==> src/hw/rtl/ccslm_pkg.sv <==
// Package for the crank and cam signal-loss monitor.
// Holds the beat structs, event codes, register indexes and the countdown limit.
// No dependencies.
package ccslm_pkg;

  localparam int unsigned CfgAddrWidth = 4;
  localparam int unsigned CfgDataWidth = 32;
  localparam int unsigned CntWidth     = 8;

  localparam logic [CntWidth-1:0] CntLimit = 8'd250;

  typedef enum logic [1:0] {
    RegStallConfirmTime = 2'd0,
    RegIntakePresent    = 2'd1,
    RegExhaustPresent   = 2'd2
  } reg_idx_e;

  typedef enum logic [1:0] {
    EvNone  = 2'd0,
    EvLoss  = 2'd1,
    EvNosig = 2'd2
  } event_e;

  typedef struct packed {
    logic action;
    logic rotation_detected;
    logic crank_sync;
    logic crank_sync_status;
    logic intake_cam_sync;
    logic intake_cam_sync_status;
    logic exhaust_cam_sync;
    logic exhaust_cam_sync_status;
    logic force_crank_test;
    logic force_intake_test;
    logic force_exhaust_test;
  } ccslm_in_t;

  typedef struct packed {
    logic [1:0] crank_event;
    logic [1:0] intake_event;
    logic [1:0] exhaust_event;
    logic       crank_nosig_enable;
    logic       intake_nosig_enable;
    logic       exhaust_nosig_enable;
  } ccslm_out_t;

endpackage

==> src/hw/rtl/ccslm_loss_timer.sv <==
// Joint-loss countdown for one cam of the signal-loss monitor.
// Depends on ccslm_pkg for the counter width.
module ccslm_loss_timer import ccslm_pkg::*; (
  input  logic                clk_i,
  input  logic                rst_ni,
  input  logic                step_i,
  input  logic                both_lost_i,
  input  logic [CntWidth-1:0] start_i,
  output logic                timed_out_o
);

  logic                prev_q, prev_d;
  logic [CntWidth-1:0] cnt_q, cnt_d;
  logic                tmo_q, tmo_d;

  always_comb begin
    cnt_d  = cnt_q;
    tmo_d  = tmo_q;
    prev_d = both_lost_i;
    if (!prev_q && both_lost_i) begin
      cnt_d = start_i;
      tmo_d = (start_i == '0);
    end else if (cnt_q != '0) begin
      cnt_d = cnt_q - CntWidth'(1);
      tmo_d = (cnt_q == CntWidth'(1));
    end
  end

  assign timed_out_o = tmo_d;

  always_ff @(posedge clk_i or negedge rst_ni) begin
    if (!rst_ni) begin
      prev_q <= 1'b1;
      cnt_q  <= '0;
      tmo_q  <= 1'b0;
    end else if (step_i) begin
      prev_q <= prev_d;
      cnt_q  <= cnt_d;
      tmo_q  <= tmo_d;
    end
  end

endmodule

==> src/hw/rtl/crank_cam_signal_loss_monitor.sv <==
// Top level of the crank and cam signal-loss monitor.
// Depends on ccslm_pkg and ccslm_loss_timer.
//
// The sync flags of each accepted non-key-on beat update the two joint-loss
// countdowns and the three sticky no-signal enables; the chosen diagnostic
// events land in the result register at the same edge, shown the cycle after.
// The result register is the only buffer, so one beat can be taken every
// cycle unless a held result is stalled. The user must write configuration
// through the APB port only while idle; the block does not enforce it.
module crank_cam_signal_loss_monitor import ccslm_pkg::*; (
  input  logic                    clk_i,
  input  logic                    rst_ni,
  input  logic                    in_valid_i,
  output logic                    in_stall_o,
  input  ccslm_in_t               in_data_i,
  output logic                    out_valid_o,
  input  logic                    out_stall_i,
  output ccslm_out_t              out_data_o,
  input  logic                    psel,
  input  logic                    penable,
  input  logic                    pwrite,
  input  logic [CfgAddrWidth-1:0] paddr,
  input  logic [CfgDataWidth-1:0] pwdata,
  output logic [CfgDataWidth-1:0] prdata,
  output logic                    pready
);

  logic [CntWidth-1:0] stall_time_q;
  logic                intake_present_q, exhaust_present_q;
  logic [1:0]          reg_idx;
  logic                cfg_we;

  assign pready  = 1'b1;
  assign reg_idx = paddr[3:2];
  assign cfg_we  = psel && penable && pwrite && pready;

  always_ff @(posedge clk_i or negedge rst_ni) begin
    if (!rst_ni) begin
      stall_time_q      <= '0;
      intake_present_q  <= 1'b1;
      exhaust_present_q <= 1'b1;
    end else if (cfg_we) begin
      case (reg_idx)
        RegStallConfirmTime: stall_time_q      <= pwdata[CntWidth-1:0];
        RegIntakePresent:    intake_present_q  <= pwdata[0];
        RegExhaustPresent:   exhaust_present_q <= pwdata[0];
        default: ;
      endcase
    end
  end

  always_comb begin
    case (reg_idx)
      RegStallConfirmTime: prdata = {{(CfgDataWidth-CntWidth){1'b0}}, stall_time_q};
      RegIntakePresent:    prdata = {{(CfgDataWidth-1){1'b0}}, intake_present_q};
      RegExhaustPresent:   prdata = {{(CfgDataWidth-1){1'b0}}, exhaust_present_q};
      default:             prdata = '0;
    endcase
  end

  logic       out_valid_q;
  ccslm_out_t out_data_q, out_data_d;
  logic       in_accept, step;

  assign in_stall_o  = out_valid_q && out_stall_i;
  assign in_accept   = in_valid_i && !in_stall_o;
  assign step        = in_accept && !in_data_i.action;
  assign out_valid_o = out_valid_q;
  assign out_data_o  = out_data_q;

  logic                ck_ok, ic_ok, ec_ok, in_lost, ex_lost;
  logic [CntWidth-1:0] start_val;
  logic                in_tmo, ex_tmo;

  assign ck_ok     = in_data_i.crank_sync && in_data_i.crank_sync_status;
  assign ic_ok     = in_data_i.intake_cam_sync && in_data_i.intake_cam_sync_status;
  assign ec_ok     = in_data_i.exhaust_cam_sync && in_data_i.exhaust_cam_sync_status;
  assign in_lost   = !ck_ok && !ic_ok;
  assign ex_lost   = !ck_ok && !ec_ok;
  assign start_val = (stall_time_q > CntLimit) ? CntLimit : stall_time_q;

  ccslm_loss_timer u_intake_timer (
    .clk_i,
    .rst_ni,
    .step_i      (step),
    .both_lost_i (in_lost),
    .start_i     (start_val),
    .timed_out_o (in_tmo)
  );

  ccslm_loss_timer u_exhaust_timer (
    .clk_i,
    .rst_ni,
    .step_i      (step),
    .both_lost_i (ex_lost),
    .start_i     (start_val),
    .timed_out_o (ex_tmo)
  );

  logic ck_en_q, ic_en_q, ec_en_q;
  logic ck_en_d, ic_en_d, ec_en_d;

  always_comb begin
    ck_en_d = ck_en_q;
    ic_en_d = ic_en_q;
    ec_en_d = ec_en_q;
    if (in_data_i.action) begin
      ck_en_d = !in_data_i.rotation_detected;
      ic_en_d = !in_data_i.rotation_detected;
      ec_en_d = !in_data_i.rotation_detected;
    end else begin
      if (ck_ok) begin
        ck_en_d = 1'b0;
      end else if (in_tmo && in_lost) begin
        ck_en_d = 1'b1;
      end
      if (ic_ok) begin
        ic_en_d = 1'b0;
      end else if (in_tmo && in_lost) begin
        ic_en_d = 1'b1;
      end
      if (ec_ok) begin
        ec_en_d = 1'b0;
      end else if (ex_tmo && ex_lost) begin
        ec_en_d = 1'b1;
      end
    end
  end

  always_comb begin
    out_data_d.crank_nosig_enable   = ck_en_d;
    out_data_d.intake_nosig_enable  = ic_en_d;
    out_data_d.exhaust_nosig_enable = ec_en_d;
    if (in_data_i.action) begin
      out_data_d.crank_event   = EvNone;
      out_data_d.intake_event  = EvNone;
      out_data_d.exhaust_event = EvNone;
    end else begin
      out_data_d.crank_event = (ck_en_d || in_data_i.force_crank_test) ? EvNosig : EvLoss;
      if (intake_present_q) begin
        out_data_d.intake_event =
          (ic_en_d || in_data_i.force_intake_test) ? EvNosig : EvLoss;
      end else begin
        out_data_d.intake_event = in_data_i.force_intake_test ? EvNosig : EvNone;
      end
      if (exhaust_present_q) begin
        out_data_d.exhaust_event =
          (ec_en_d || in_data_i.force_exhaust_test) ? EvNosig : EvLoss;
      end else begin
        out_data_d.exhaust_event = in_data_i.force_exhaust_test ? EvNosig : EvNone;
      end
    end
  end

  always_ff @(posedge clk_i or negedge rst_ni) begin
    if (!rst_ni) begin
      ck_en_q     <= 1'b0;
      ic_en_q     <= 1'b0;
      ec_en_q     <= 1'b0;
      out_valid_q <= 1'b0;
    end else begin
      if (in_accept) begin
        ck_en_q     <= ck_en_d;
        ic_en_q     <= ic_en_d;
        ec_en_q     <= ec_en_d;
        out_valid_q <= 1'b1;
      end else if (!out_stall_i) begin
        out_valid_q <= 1'b0;
      end
    end
  end

  always_ff @(posedge clk_i) begin
    if (in_accept) begin
      out_data_q <= out_data_d;
    end
  end

endmodule

==> config.mk <==
export PLATFORM = sky130hd
export DESIGN_NAME = crank_cam_signal_loss_monitor
export DESIGN_NICKNAME = d
export VERILOG_FILES = /design/src/hw/rtl/ccslm_pkg.sv /design/src/hw/rtl/ccslm_loss_timer.sv /design/src/hw/rtl/crank_cam_signal_loss_monitor.sv
export SDC_FILE = /design/constraint.sdc
export NUM_CORES = 1
export LEC_CHECK = 0
export ABC_AREA = 1
export BUFFER_PORTS_ARGS = -buffer_cell sky130_fd_sc_hd__buf_2
export CAP_MARGIN = 10
export CORE_ASPECT_RATIO = 1.5
export CORE_MARGIN = 2
export CORE_UTILIZATION = 46
export CTS_BUF_LIST = sky130_fd_sc_hd__clkbuf_4 sky130_fd_sc_hd__clkbuf_8
export CTS_CLUSTER_DIAMETER = 150
export DETAILED_ROUTE_END_ITERATION = 10
export PLACE_DENSITY = 0.78
export SLEW_MARGIN = 20
export SYNTH_ARGS = -nofsm -noshare
export SYNTH_HDL_FRONTEND = slang
export SYNTH_SLANG_ARGS = --single-unit
==> constraint.sdc <==
create_clock -name clk_i -period 1.5 [get_ports clk_i]
set_input_delay 0.3 -clock clk_i [delete_from_list [all_inputs] [get_ports clk_i]]
set_output_delay 0.3 -clock clk_i [all_outputs]
set_load 0.02 [all_outputs]
==> results of run 1 <==
[cells in the mapped netlist (2+ instances only)]
| library cell | instances |
|---|---|
| nand3_1 | 15 |
| inv_4 | 2 |
| edfxtp_1 | 9 |
| dfrtp_1 | 30 |
| ha_1 | 4 |
| and3_1 | 2 |
| conb_1 | 2 |
| nand2_1 | 59 |
| nand4_1 | 2 |
| nor2_1 | 40 |
| inv_2 | 4 |
| a21oi_2 | 3 |
| xor2_1 | 2 |
| o21ai_0 | 17 |
| nand2_4 | 2 |
| nand2_2 | 10 |
| o21ai_1 | 6 |
| nor2_4 | 2 |
| nand3_2 | 2 |
| xnor2_1 | 2 |
| o211ai_1 | 3 |
| buf_2 | 3 |
| o21ai_2 | 2 |
| dfstp_2 | 4 |
| inv_1 | 39 |
| o22ai_1 | 3 |
| nor2_2 | 5 |
| buf_4 | 25 |
| nor3_1 | 2 |
| a21oi_1 | 26 |
[critical path, stage by stage (launching register included)]
cell,delay (ns)
dfrtp_1,0.41
inv_1,0.08
nand4_1,0.19
o21ai_0,0.31
nand3_1,0.11
nand2_1,0.12
nand2_2,0.08
and3_4,0.15
[metal layers]
layer	part of all wire, %	vias up	global-route usage, %
met4	5.0	0	8.49
met3	4.2	33	3.49
met1	35	1156	21.3
met5	0	-	0
met2	56	100	38.9
li1	-	1225	-
[worst max-delay path by stage]
stage | startpoint | slack (ns) | cells after the start | endpoint
CTS | u_intake_timer.cnt_q[1] | -0.14 | 12 | out_data_o[5]
global route | u_intake_timer.cnt_q[1] | -0.28 | 12 | out_data_o[5]
global placement | u_intake_timer.cnt_q[4] | -0.09 | 9 | out_data_o[5]
finish | stall_time_q[5] | -0.18 | 7 | out_data_o[3]
floorplan | out_valid_o | -0.01 | 9 | u_intake_timer.cnt_q[2]
detailed placement | u_intake_timer.cnt_q[1] | -0.14 | 12 | out_data_o[5]
[registers in the layout (all words and copies together) (netlist names), 8 cells and up]
signal / flops
out_data_o: 9
u_intake_timer.cnt_q: 8
u_exhaust_timer.cnt_q: 8
stall_time_q: 8
[final cells by class]
cell class	count	area, um^2	area share (%)
inverter	45	181	5.08
tap	70	87.6	2.45
clock buffer	7	83.8	2.35
clock inverter	1	30.0	0.841
sequential	43	1130	31.6
multi-input combinational	240	1380	38.8
timing repair buffer	103	676	18.9
[cell families (layout without fill, tap and decap cells)]
| logic type | count (synthesis) | count (layout) | synth area share, % |
|---|---|---|---|
| and+or+nand+nor | 145 | 145 | 25.8 |
| adders and majority gates | 4 | 4 | 1.89 |
| buffers and inverters | 74 | 156 | 14.7 |
| xor gates and xnor gates | 4 | 4 | 1.33 |
| AOI/OAI and AO/OA | 62 | 62 | 13.4 |
| DFF | 43 | 43 | 42.6 |
| other | 2 | 25 | 0.284 |
[metrics by stage]
| stage | TNS (ns) | area, um^2 |
|---|---|---|
| floorplan | -0.0454 | 2780 |
| global placement | -0.349 | 3210 |
| detailed placement | -0.680 | 3210 |
| CTS | -0.663 | 3370 |
| global route | -2.71 | 3570 |
| finish | -0.978 | 3570 |
[repair_timing]
item                                    in CTS  in global routing
hold endpoints to repair                     0                  0
setup buffers                                4                 10
endpoints found under the setup margin      11                 24
pin swaps                                    3                 25
gates resized for setup                      6                 42
[report_power, final]
part | internal (mW) | switching, mW | total (mW)
registers | 1.48 | 0.189 | 1.67
logic | 0.879 | 1.12 | 1.99
clock network | 0.535 | 0.393 | 0.928
total | 2.90 | 1.70 | 4.59
==> flow_metrics.env, run 1 <==
export IMPL_status="finished, violations left"
export IMPL_violations="setup timing"
export IMPL_die_w_um=65.9
export IMPL_ctsHoldBuffers=0
export IMPL_dr_total_vias=2514
export IMPL_nets=496
export IMPL_cts_sinks=43
export IMPL_clock_latency_ns=0.30
export IMPL_htree_num_levels=2
export IMPL_utilization_pct=65.0
export IMPL_synth_top_area_share_pct=28.4
export IMPL_syn_area_um2=2640
export IMPL_gr_total_overflow=0
export IMPL_hold_violations=0
export IMPL_worstPathMaxFanout=2
export IMPL_synth_cells=334
export IMPL_drt_iter0_drc=74
export IMPL_worstSetupStartpointType="flop"
export IMPL_vdd_drop_max_mv=0.706
export IMPL_hp_class="in2async"
export IMPL_place_gp_congestion=0.845
export IMPL_mostFrequentLayoutCells="buf_4, nand2_1, buf_2, inv_1, nor2_1"
export IMPL_crit_required_ns=1.56
export IMPL_cts_tree="done"
export IMPL_final_setup_worst_slack_ns=-0.183
export IMPL_yosysWarnings=0
export IMPL_ant_nets=0
export IMPL_drive_above_1_share_pct=42.8
export IMPL_skew_ns=0.00856
export IMPL_drt_pre_antenna_iters=4
export IMPL_synth_edf_count=9
export IMPL_syn2layout_area_growth_pct=35.1
export IMPL_cts_inserted_buffers=5
export IMPL_drt_vias_per_instance=4.94
export IMPL_yosys_top_cells_area="dfrtp_1, edfxtp_1, nand2_1"
export IMPL_crit_path_end_kind="flop"
export IMPL_first_global_vias=2528
export IMPL_grt_max_degree=35
export IMPL_r2r_start="stall_time_q[5]"
export IMPL_rrSetupSlack_ns=-0.18
export IMPL_drt_total_wl_um=6840
export IMPL_hpwlAfterDp_um=4800
export IMPL_clock_path_buffers=2
export IMPL_power_mw=4.59
export IMPL_start_util_pct=48.1
export IMPL_synth_cell_type_count=37
export IMPL_dieArea_um2=6380
export IMPL_wl_per_cell_um=13.4
export IMPL_period_share_pct=112
export IMPL_portBuffers=46
export IMPL_die_h_um=96.8
export IMPL_drv_cap=0
export IMPL_r2r_cells=7
export IMPL_setup_viol=12
export IMPL_fillers=456
export IMPL_seq_area_frac_synth_pct=42.6
export IMPL_p_leak_nw=1.82
export IMPL_grt_total_usage_pct=20.6
export IMPL_grt_antenna_before_repair=0
export IMPL_clk_pin_slew_worst_paths_ns=0.08
export IMPL_crit_type="reg2reg"
export IMPL_final_common_cell="buf_4"
export IMPL_dp_cells=488
export IMPL_cp_arrival_ns=1.74
export IMPL_yosys_register_bits=43
export IMPL_rows=33
export IMPL_core_area_um2=5490
export IMPL_drv_slew=0
export IMPL_synthFlopType="dfrtp_1"
export IMPL_max_freq_mhz=594
export IMPL_postSynthAreaPerCell_um2=7.91
export IMPL_cts_root_buf="clkbuf_8"
export IMPL_ios=98
export IMPL_antenna_cells=0
export IMPL_period_needed_ns=1.68
export IMPL_synth_async_reset_ratio_pct=79.1
export IMPL_final_cells=509
export IMPL_yosysTopAreaCell="dfrtp_1"
export IMPL_grt_pass1_wl_um=10400
export IMPL_rsz0062_at_grt="yes"
export IMPL_r2r_end="out_data_o[3]"
export IMPL_dp_slack_ns=-0.136
export IMPL_holdWs_ns=0.0220
export IMPL_powerDensity_nw_per_um2=1290
export IMPL_drc_errors=0
(Power assumes the default switching activity.)
==> inputs of run 2 (changes only) <==
--- a/config.mk
+++ b/config.mk
@@ -11,9 +11,9 @@
 export CORE_ASPECT_RATIO = 1.5
 export CORE_MARGIN = 2
-export CORE_UTILIZATION = 46
+export CORE_UTILIZATION = 38
 export CTS_BUF_LIST = sky130_fd_sc_hd__clkbuf_4 sky130_fd_sc_hd__clkbuf_8
 export CTS_CLUSTER_DIAMETER = 150
 export DETAILED_ROUTE_END_ITERATION = 10
-export PLACE_DENSITY = 0.78
+export PLACE_DENSITY = 0.67
 export SLEW_MARGIN = 20
 export SYNTH_ARGS = -nofsm -noshare
==> constraint.sdc (replaced) <==
create_clock -name clk_i -period 1.5 [get_ports clk_i]
set_input_delay 0.3 -clock clk_i [delete_from_list [all_inputs] [get_ports clk_i]]
set_output_delay 0.3 -clock clk_i [all_outputs]
set_load 0.1 [all_outputs]
==> flow_metrics.env, run 2 (synthesized netlist as in run 1, its figures left out) <==
export IMPL_status="finished, violations left"
export IMPL_violations="setup timing"
export IMPL_ios=98
export IMPL_rrSetupSlack_ns=-0.15
export IMPL_worstSetupStartpointType="flop"
export IMPL_grt_max_degree=20
export IMPL_grt_pass1_wl_um=10100
export IMPL_p_int_mw=3.04
export IMPL_nets=507
export IMPL_r2r_cells=10
export IMPL_largest_register_ff_count=9
export IMPL_switchingPower_mw=2.25
export IMPL_wl_per_cell_um=12.6
export IMPL_final_setup_worst_slack_ns=-0.153
export IMPL_drive_above_1_share_pct=48.0
export IMPL_drc_errors=0
export IMPL_antenna_cells=0
export IMPL_period_share_pct=110
export IMPL_place_gp_congestion=0.872
export IMPL_pwr_share_clk_pct=17.2
export IMPL_worstPathMaxFanout=6
export IMPL_setup_viol=17
export IMPL_cpPeakStageDelay_ns=0.51
export IMPL_clk_pin_slew_worst_paths_ns=0.08
export IMPL_drt_pre_antenna_iters=4
export IMPL_p_leak_nw=1.92
export IMPL_vdd_drop_max_mv=0.802
export IMPL_drt_iter0_drc=72
export IMPL_max_freq_mhz=605
export IMPL_htree_num_levels=2
export IMPL_regArea_um2=1130
export IMPL_die_w_um=72.1
export IMPL_final_common_cell="buf_4"
export IMPL_drt_total_wl_um=6670
export IMPL_hold_path_depth=3
export IMPL_crit_path_frequent_cell="nand2_1"
export IMPL_cts_sinks=43
export IMPL_cts_root_buf="clkbuf_8"
export IMPL_period_needed_ns=1.65
export IMPL_path_cells="nand2_8, inv_12, nor2_8, nand2_4, a21oi_4, clkinv_4, buf_12, a21oi_2, nand2_1, nand2_1"
export IMPL_ant_nets=0
export IMPL_multiInputGateArea_um2=1500
export IMPL_crit_type="reg2reg"
export IMPL_gr_total_overflow=0
export IMPL_skew_ns=0.00284
export IMPL_cts_inserted_buffers=5
export IMPL_cts_tree="done"
export IMPL_core_area_um2=6810
export IMPL_drv_cap=0
export IMPL_drv_slew=0
export IMPL_seqPwrFrac_pct=31.7
export IMPL_cp_arrival_ns=1.89
export IMPL_dieArea_um2=7650
export IMPL_dp_slack_ns=-0.135
export IMPL_final_cells=528
export IMPL_cpMaxStageDelayCell="dfrtp_4"
export IMPL_dr_total_vias=2513
export IMPL_hold_violations=0
export IMPL_dp_cells=500
export IMPL_first_global_vias=2412
export IMPL_syn2layout_area_growth_pct=50.8
export IMPL_start_util_pct=38.8
export IMPL_fillers=579
export IMPL_die_h_um=106
export IMPL_mostFrequentLayoutCells="buf_4, nand2_1, buf_2, inv_1, dfrtp_1"
export IMPL_crit_path_end_kind="flop"
export IMPL_rows=37
export IMPL_crit_required_ns=1.73
export IMPL_pwr_share_comb_pct=51.2
export IMPL_grt_antenna_before_repair=0
export IMPL_swShare_pct=42.6
export IMPL_powerDensity_nw_per_um2=1330
export IMPL_hp_class="in2reg"
export IMPL_rsz0062_at_grt="yes"
export IMPL_clock_path_buffers=2
export IMPL_hpwlAfterDp_um=4870
export IMPL_drt_vias_per_instance=4.76
export IMPL_grt_total_usage_pct=16.7
export IMPL_clock_latency_ns=0.29
export IMPL_portBuffers=46
==> run 2: cell count changes in the layout (fill, tap and decap cells not counted), sizes merged <==
cell,change
clkinv,+3
dlygate4sd3,+1
buf,+10
clkbuf,-2
inv,-1
==> run 2: area by class of cell <==
type / instances / share of cell area (%)
multi-input cells: 240 / 37.7
flip-flops and latches: 43 / 28.4
repair buffers: 114 / 23.6
inverters: 45 / 4.99
well taps: 78 / 2.45
clock buffers: 5 / 1.73
clock inverters: 3 / 1.10
==> run 2: path summary, 6_finish.rpt <==
path,startpoint,endpoint
setup reg to reg,out_valid_o,u_intake_timer.cnt_q[7]
hold reg to reg,u_exhaust_timer.cnt_q[7],u_exhaust_timer.cnt_q[7]
setup / recovery,out_valid_o,u_intake_timer.cnt_q[7]
min in group asynchronous,rst_ni,u_exhaust_timer.cnt_q[3]
max in group asynchronous,rst_ni,exhaust_present_q
hold / removal,pwdata[3],stall_time_q[3]
==> run 2: worst max-delay path, delay by kind of cell, from the launching register on <==
family	cells	cell delay, ns
buffers and inverters	3	0.30
DFF	1	0.51
and+or+nand+nor	5	0.45
AOI/OAI and AO/OA	2	0.34
==> run 2: repair_timing <==
action	4_1_cts	5_1_grt
gates cloned	0	0
resized for setup	18	57
buffers inserted	8	11
endpoints found under the hold margin	15	0
setup endpoints to repair	22	36
pin swaps	6	31
hold buffers	1	0
==> run 2: power by group through the flow <==
| stage | clock, mW | combinational, mW | sequential [mW] |
|---|---|---|---|
| finish | 0.909 | 2.71 | 1.68 |
| CTS | 0.923 | 2.41 | 1.65 |
| detailed placement | 0 | 2.28 | 1.67 |
| global placement | 0 | 2.24 | 1.66 |
| global route | 0.975 | 2.91 | 1.71 |
| floorplan | 0 | 1.38 | 1.81 |
==> run 2: per-stage QoR <==
step,util (%),area (um^2),hold WS [ns],TNS (ns),power (mW)
floorplan,-,2830,0.00441,-7.19,3.18
global placement,50.7,3450,0.242,-0.756,3.90
detailed placement,50.7,3450,0.245,-1.17,3.95
CTS,54.2,3690,0.248,-0.635,4.98
global route,58.5,3980,0.256,-3.42,5.59
finish,58.5,3980,0.248,-1.41,5.29
==> run 2: layer usage <==
metal,up-vias,wire length [um],track usage (%)
met5,-,0,0
met4,0,267,10.2
met3,18,220,2.94
met2,60,3650,29.5
met1,1182,2530,17.8
li1,1253,-,-
